**config.mk**
```make
export PLATFORM = sky130hd
export DESIGN_NAME = six_key_debounce_autorepeat
export DESIGN_NICKNAME = d
export VERILOG_FILES = /design/src/sv/skda_pkg.sv /design/src/sv/skda_lane.sv /design/src/sv/skda_merge.sv /design/src/sv/six_key_debounce_autorepeat.sv
export SDC_FILE = /design/constraint.sdc
export NUM_CORES = 2
export LEC_CHECK = 0
export ABC_AREA = 0
export BUFFER_PORTS_ARGS = -buffer_cell sky130_fd_sc_hd__buf_2
export CORE_ASPECT_RATIO = 1.1
export CORE_MARGIN = 2
export CORE_UTILIZATION = 35
export CTS_CLUSTER_DIAMETER = 120
export DETAILED_ROUTE_END_ITERATION = 10
export PLACE_DENSITY = 0.61
export SYNTH_ARGS = -nofsm -noshare
export SYNTH_HDL_FRONTEND = slang
export SYNTH_HIERARCHICAL = 1
export SYNTH_SLANG_ARGS = --single-unit
```
**constraint.sdc**
```tcl
create_clock -name clk -period 19.2 [get_ports clk]
set_input_delay 2.88 -clock clk [delete_from_list [all_inputs] [get_ports clk]]
set_output_delay 2.88 -clock clk [all_outputs]
set_load 0.03 [all_outputs]
```
**src/sv/skda_pkg.sv**
```systemverilog
`timescale 1ns / 1ps
// ---------------------------------------------------------------------------
// Six-key debounce and auto-repeat: shared package
// Widths, register map, reset values and the types passed between modules.
// ---------------------------------------------------------------------------
package skda_pkg;

  // Number of key lanes; pins and mask bits past the fields read as pressed / off.
  localparam int KEY_COUNT = 6;

  // Field widths.
  localparam int TIME_W = 32;
  localparam int PIN_W  = 6;
  localparam int CFG_W  = 16;
  localparam int MASK_W = 6;
  localparam int EVT_W  = 3;

  // Register port geometry.
  localparam int DATA_W    = 32;
  localparam int ADDR_W    = 4;
  localparam int REG_IDX_W = 2;

  // Register indexes.
  localparam logic [REG_IDX_W-1:0] REG_DEBOUNCE   = 2'd0;
  localparam logic [REG_IDX_W-1:0] REG_FIRST_RPT  = 2'd1;
  localparam logic [REG_IDX_W-1:0] REG_RPT_INTVL  = 2'd2;
  localparam logic [REG_IDX_W-1:0] REG_RPT_MASK   = 2'd3;

  // Reset values of the registers.
  localparam logic [CFG_W-1:0]  RST_DEBOUNCE  = 16'd30;
  localparam logic [CFG_W-1:0]  RST_FIRST_RPT = 16'd450;
  localparam logic [CFG_W-1:0]  RST_RPT_INTVL = 16'd140;
  localparam logic [MASK_W-1:0] RST_RPT_MASK  = 6'd15;

  // Timing settings shared by every lane.
  typedef struct packed {
    logic [CFG_W-1:0] debounce;
    logic [CFG_W-1:0] first_rpt;
    logic [CFG_W-1:0] rpt_intvl;
  } cfg_t;

  // Result of the priority merge across lanes.
  typedef struct packed {
    logic [KEY_COUNT-1:0] first;   // one-hot: lane that ends the poll
    logic [KEY_COUNT-1:0] commit;  // lanes whose state updates on this poll
    logic [EVT_W-1:0]     code;    // event code, zero for none
  } merge_t;

endpackage

```
**src/sv/skda_lane.sv**
```systemverilog
`timescale 1ns / 1ps
// ---------------------------------------------------------------------------
// Six-key debounce and auto-repeat: key lane
// Holds one key's state, works out its next state for the current poll and
// flags whether this key yields an event. The state is written only when the
// merge stage allows it.
// ---------------------------------------------------------------------------
module skda_lane import skda_pkg::*; (
  input  logic              clk,
  input  logic              rst_n,
  input  logic [TIME_W-1:0] now,
  input  logic              pressed,
  input  cfg_t              cfg,
  input  logic              rpt_en,
  input  logic              upd,
  output logic              hit
);

  logic              raw_r, raw_nxt;
  logic              deb_r, deb_nxt;
  logic [TIME_W-1:0] lct_r, lct_nxt;
  logic [TIME_W-1:0] dl_r, dl_nxt;
  logic [TIME_W-1:0] since;
  logic [TIME_W-1:0] overdue;
  logic              accepted;
  logic              repeat_due;

  // Raw change tracking: a change restarts the stability timer.
  always_comb begin
    raw_nxt = pressed;
    lct_nxt = (pressed != raw_r) ? now : lct_r;
  end

  // Debounce: accept the raw level once it has held long enough.
  assign since    = now - lct_nxt;
  assign accepted = (pressed != deb_r) && (since >= {{(TIME_W-CFG_W){1'b0}}, cfg.debounce});
  assign deb_nxt  = accepted ? pressed : deb_r;

  // Auto-repeat: signed wrap compare against the deadline. An accepted release
  // clears the held level, so the repeat check cannot fire after it.
  assign overdue    = now - dl_r;
  assign repeat_due = !accepted && rpt_en && deb_r && !overdue[TIME_W-1];

  always_comb begin
    if (accepted) begin
      dl_nxt = now + {{(TIME_W-CFG_W){1'b0}}, cfg.first_rpt};
    end else if (repeat_due) begin
      dl_nxt = now + {{(TIME_W-CFG_W){1'b0}}, cfg.rpt_intvl};
    end else begin
      dl_nxt = dl_r;
    end
  end

  assign hit = (accepted && pressed) || repeat_due;

  // Lane state.
  always_ff @(posedge clk) begin
    if (!rst_n) begin
      raw_r <= 1'b0;
      deb_r <= 1'b0;
      lct_r <= '0;
      dl_r  <= '0;
    end else if (upd) begin
      raw_r <= raw_nxt;
      deb_r <= deb_nxt;
      lct_r <= lct_nxt;
      dl_r  <= dl_nxt;
    end
  end

endmodule

```
**src/sv/skda_merge.sv**
```systemverilog
`timescale 1ns / 1ps
// ---------------------------------------------------------------------------
// Six-key debounce and auto-repeat: merge stage
// Picks the lowest-numbered key with an event, tells the lanes up to and
// including it to commit their state, and forms the event code.
// ---------------------------------------------------------------------------
module skda_merge import skda_pkg::*; (
  input  logic [KEY_COUNT-1:0] hit,
  output merge_t               res
);

  logic blocked;

  // Priority scan from key 0 upward; keys after the first event stay as they were.
  always_comb begin
    blocked = 1'b0;
    res     = '0;
    for (int i = 0; i < KEY_COUNT; i++) begin
      res.commit[i] = !blocked;
      res.first[i]  = hit[i] && !blocked;
      if (res.first[i]) begin
        res.code = res.code | EVT_W'(i + 1);
      end
      blocked = blocked || hit[i];
    end
  end

endmodule

```
**src/sv/six_key_debounce_autorepeat.sv**
```systemverilog
`timescale 1ns / 1ps
// ---------------------------------------------------------------------------
// Six-key debounce and auto-repeat: top level
// Debounces six active-low key pins polled with a millisecond timestamp and
// yields one key event word per poll, with per-key auto-repeat.
//
//   Channel  Direction  Handshake              Word
//   in       to block   in_valid / in_ready    in_time_now, in_pin_levels
//   out      from block out_valid / out_ready  out_key_event
//   cfg      to block   psel/penable/pready    paddr, pwdata, prdata
//
// One poll is taken per cycle while in_ready is high; its event word appears in
// the output register on the next cycle. All six lanes and the priority merge
// settle in the accepting cycle, so lane state is current for a poll in the very
// next cycle. in_ready is high whenever the output register is empty or being
// drained. Reset restores the register defaults and clears all key state at once.
// ---------------------------------------------------------------------------
module six_key_debounce_autorepeat import skda_pkg::*; (
  input  logic              clk,
  input  logic              rst_n,
  // Poll channel
  input  logic              in_valid,
  output logic              in_ready,
  input  logic [TIME_W-1:0] in_time_now,
  input  logic [PIN_W-1:0]  in_pin_levels,
  // Event channel
  output logic              out_valid,
  input  logic              out_ready,
  output logic [EVT_W-1:0]  out_key_event,
  // Register port
  input  logic              psel,
  input  logic              penable,
  input  logic              pwrite,
  input  logic [ADDR_W-1:0] paddr,
  input  logic [DATA_W-1:0] pwdata,
  output logic [DATA_W-1:0] prdata,
  output logic              pready
);

  logic [CFG_W-1:0]     debounce_r;
  logic [CFG_W-1:0]     first_rpt_r;
  logic [CFG_W-1:0]     rpt_intvl_r;
  logic [MASK_W-1:0]    rpt_mask_r;
  logic [REG_IDX_W-1:0] reg_idx;
  logic                 cfg_wr;
  cfg_t                 cfg;

  logic                 in_acc;
  logic [KEY_COUNT-1:0] hit;
  merge_t               mrg;

  logic                 out_valid_r, out_valid_nxt;
  logic [EVT_W-1:0]     key_event_r;

  // Register port: always ready, word-aligned registers.
  assign pready  = 1'b1;
  assign reg_idx = paddr[ADDR_W-1:ADDR_W-REG_IDX_W];
  assign cfg_wr  = psel && penable && pwrite && pready;

  always_ff @(posedge clk) begin
    if (!rst_n) begin
      debounce_r  <= RST_DEBOUNCE;
      first_rpt_r <= RST_FIRST_RPT;
      rpt_intvl_r <= RST_RPT_INTVL;
      rpt_mask_r  <= RST_RPT_MASK;
    end else if (cfg_wr) begin
      case (reg_idx)
        REG_DEBOUNCE:  debounce_r  <= pwdata[CFG_W-1:0];
        REG_FIRST_RPT: first_rpt_r <= pwdata[CFG_W-1:0];
        REG_RPT_INTVL: rpt_intvl_r <= pwdata[CFG_W-1:0];
        REG_RPT_MASK:  rpt_mask_r  <= pwdata[MASK_W-1:0];
        default: ;
      endcase
    end
  end

  // Register read-back.
  always_comb begin
    case (reg_idx)
      REG_DEBOUNCE:  prdata = {{(DATA_W-CFG_W){1'b0}}, debounce_r};
      REG_FIRST_RPT: prdata = {{(DATA_W-CFG_W){1'b0}}, first_rpt_r};
      REG_RPT_INTVL: prdata = {{(DATA_W-CFG_W){1'b0}}, rpt_intvl_r};
      REG_RPT_MASK:  prdata = {{(DATA_W-MASK_W){1'b0}}, rpt_mask_r};
      default:       prdata = '0;
    endcase
  end

  assign cfg.debounce  = debounce_r;
  assign cfg.first_rpt = first_rpt_r;
  assign cfg.rpt_intvl = rpt_intvl_r;

  // Input handshake: accept while the output register is free or draining.
  assign in_ready = !out_valid_r || out_ready;
  assign in_acc   = in_valid && in_ready;

  // Key lanes. Pins past the field read as pressed, mask bits past it as off.
  for (genvar g = 0; g < KEY_COUNT; g++) begin : g_lane
    logic pressed;
    logic rpt_en;
    if (g < PIN_W) begin : g_pin
      assign pressed = !in_pin_levels[g];
    end else begin : g_nopin
      assign pressed = 1'b1;
    end
    if (g < MASK_W) begin : g_msk
      assign rpt_en = rpt_mask_r[g];
    end else begin : g_nomsk
      assign rpt_en = 1'b0;
    end
    skda_lane u_lane (
      .clk     (clk),
      .rst_n   (rst_n),
      .now     (in_time_now),
      .pressed (pressed),
      .cfg     (cfg),
      .rpt_en  (rpt_en),
      .upd     (in_acc && mrg.commit[g]),
      .hit     (hit[g])
    );
  end

  // Priority merge across lanes.
  skda_merge u_merge (
    .hit (hit),
    .res (mrg)
  );

  // Output register: one event word per accepted poll.
  always_comb begin
    out_valid_nxt = out_valid_r;
    if (in_acc) begin
      out_valid_nxt = 1'b1;
    end else if (out_ready) begin
      out_valid_nxt = 1'b0;
    end
  end

  always_ff @(posedge clk) begin
    if (!rst_n) begin
      out_valid_r <= 1'b0;
    end else begin
      out_valid_r <= out_valid_nxt;
    end
  end

  always_ff @(posedge clk) begin
    if (in_acc) begin
      key_event_r <= mrg.code;
    end
  end

  assign out_valid     = out_valid_r;
  assign out_key_event = key_event_r;

  // Checks on the merge and the output register.
  a_one_winner: assert property (@(posedge clk) disable iff (!rst_n)
    $onehot0(mrg.first))
    else $error("more than one lane chosen to end the poll");

  a_code_match: assert property (@(posedge clk) disable iff (!rst_n)
    (mrg.first == '0) == (mrg.code == '0))
    else $error("event code disagrees with the chosen lane");

  a_word_held: assert property (@(posedge clk) disable iff (!rst_n)
    in_acc |=> out_valid && (out_key_event == $past(mrg.code)))
    else $error("accepted poll did not load the output register");

  a_no_drop: assert property (@(posedge clk) disable iff (!rst_n)
    !in_ready |-> out_valid && !out_ready)
    else $error("input stalled with the output register free");

endmodule
```
==> out/results.tsv <==
stage	metric	value	unit
die	core-area	140000	um^2
pwr	combPwrFrac	36.8	%
cells_and_area	stdcell_count	8142	
die	io_pins	119	
pwr	p_switching	1.287	mW
critical_path	cp_common_cell	a21oi_1	
critical_path	critPathLaunchType	input port	
pwr	power.leakage	22.58	nW
hold_path	whs_path_depth	2	
pwr	ir_drop	0.06949	mV
grt	overflow	0	
timing	clock.fmax	0.08308	GHz
clock_network	clock_sinks	454	
cells_and_area	design_area	52980	um^2
die	rows	144	
critical_path	timing.rr.end	g_lane[1].u_lane/dl_r[29]	
grt	antenna_found_initial	16	
grt	grt.total_usage	22.79	%
timing	period_share	62.69	%
placed_design	dp_hpwl	123100	um
timing	grt_setup_unrepaired	false	
critical_path	worstReg2RegStart	g_lane[1].u_lane/raw_r	
pwr	p_sw_share	37.51	%
timing	worstMarginPinSlew	1.295	ns
die	die_h	397.6	um
synthesis	synth_cells	6321	
critical_path	worst_setup_path_end_kind	flip-flop	
hold_path	min_to	g_lane[2].u_lane/dl_r[17]	
cells_and_area	area_growth	7.495	%
pwr	power	3.431	mW
timing	setup_tns	0	ns
pwr	pwr-share-clk	34.1	%
timing	fin_skew	0.03173	ns
outcome	status	complete, no violations	
placed_design	numPortBuffers	83	
cells_and_area	fin_nets	6860	
critical_path	arrival	12.64	ns
clock_network	htree_levels	2	
die	dieWidth	361.8	um
clock_network	post-cts-setup-buffer-count	0	
routing	vias	46430	
critical_path	critPathKind	in -> reg	
die	die-area	143800	um^2
critical_path	worstPathRequired	19.81	ns
pwr	seqPwrFrac	29.1	%
critical_path	crit_path_max_incr_delay	0.68	ns
routing	ant_nets	0	
hold_path	min-delay-start	g_lane[2].u_lane/dl_r[17]	
clock_network	cts_resized	0	
flow_run	maxCapViolCount	0	
critical_path	reg2reg_slack	9.30	ns
clock_network	cts_tree	yes	
timing	max-slew-margin-rel	13.55	%
timing	final-max-slew-violation-count	0	
critical_path	cp_max_fo	46	
critical_path	ff2ff_path_depth	34	
clock_network	hold_buffers	0	
grt	grt_max_degree	135	
clock_network	path_clk_slew	0.06	ns
grt	grt_pass1_vias	44120	
routing	drc	0	
placed_design	gp_congestion	0.9352	
timing	setup_viol	0	
routing	viasPerCell	5.702	
critical_path	cp_slowest_cell	a2111oi_0	
pwr	power.density	64.76	nW/um^2
clock_network	clockBufferDepth	3	
synthesis	avgSynthCellArea	7.797	um^2
routing	drt-wirelength-per-cell	20.79	um
routing	routed_wl	169300	um
clock_network	ctsRootBufferMaster	clkbuf_16	
clock_network	insertion_delay	0.70	ns
pwr	internal_power	2.144	mW
routing	dr.pass1.iters	6	
cells_and_area	drive_gt1_share	8.725	%
timing	hold_violations	0	
timing	min_period	12.04	ns
timing	hold_slack	0.4563	ns
routing	dr.first_iter.drc_count	3303	
clock_network	cts_made_buffers	56	
placed_design	place_inst	8042	
placed_design	placed_area	50990	um^2
hold_path	hold_class	reg -> reg	
grt	grt_first_pass_wirelength	257900	um
synthesis	syn_area	49280	um^2
die	initial_core_util	35.20	%
synthesis	yosysWarnings	6	
[per-layer routing]
layer / GRT usage (%) / part of all wire (%) / vias up
met2: 38.38 / 46 / 1406
met1: 29.26 / 44 / 22090
li1: - / - / 22660
met4: 9.263 / 4.2 / 2
met5: 0 / 0.011 / -
met3: 3.059 / 6.3 / 266
[final cells by class]
cell class              instances  area [um^2]
multi-input cells            5187        36970
inverters                     402         1509
clock buffers                  80         1663
flip-flops and latches        454         9119
repair buffers                174         1109
diodes                          2        5.005
fillers                     14480        87020
clock inverters                18        316.6
well taps                    1825         2283
[sequential cells by signal (all words and copies together), names as in the netlist]
| name | flops |
|---|---|
| first_rpt_r | 16 |
| out_valid | 1 |
| g_lane.u_lane/deb_r | 6 |
| g_lane.u_lane/raw_r | 6 |
| rpt_mask_r | 6 |
| g_lane.u_lane/dl_r | 192 |
| rpt_intvl_r | 16 |
| debounce_r | 16 |
| out_key_event | 3 |
| g_lane.u_lane/lct_r | 192 |
[metrics by stage]
step | utilization, % | setup WS (ns)
after global placement | 36.42 | 6.619
after floorplan | - | 7.876
after detailed placement | 36.42 | 6.588
final | 37.84 | 7.164
after CTS | 37.84 | 7.300
after global routing | 37.84 | 6.580
[worst max-delay path by stage]
stage	depth (start not counted)	end	from
after floorplan	39	g_lane[1].u_lane/dl_r[18]	in_pin_levels[1]
after global placement	36	g_lane[1].u_lane/dl_r[25]	in_pin_levels[1]
after detailed placement	36	g_lane[1].u_lane/dl_r[21]	in_pin_levels[1]
after CTS	36	g_lane[1].u_lane/dl_r[29]	in_pin_levels[1]
after global routing	36	g_lane[1].u_lane/dl_r[25]	in_pin_levels[1]
final	36	g_lane[1].u_lane/dl_r[29]	in_pin_levels[1]
[critical path, delay by kind of cell]
kind | cells | cell delay, ns
fa+ha+maj | 2 | 0.61
mux | 1 | 0.34
compound gates | 19 | 5.13
simple gates | 7 | 2.09
buf+inv | 4 | 1.16
xor+xnor | 3 | 0.41
[power by group through the flow]
stage / registers (mW) / logic (mW) / clock network [mW]
after floorplan: 1.01 / 0.920 / 0
after global placement: 1.02 / 1.23 / 0
after detailed placement: 1.02 / 1.24 / 0
after CTS: 0.998 / 1.25 / 1.20
after global routing: 1.00 / 1.39 / 1.22
final: 0.998 / 1.26 / 1.17
[layout by cell type, fill, tap and decap left out, types with 92 or more instances in the layout]
cell / n
a211oi_1: 120
a21o_1: 153
a21oi_1: 382
dfxtp_1: 451
ha_1: 498
inv_1: 400
mux2i_1: 372
nand2_1: 933
nand2b_1: 120
nand3_1: 129
nand4_1: 95
nor2_1: 373
nor2b_1: 92
nor3_1: 109
o21ai_0: 236
xnor2_1: 190
(Power assumes the default switching activity.)
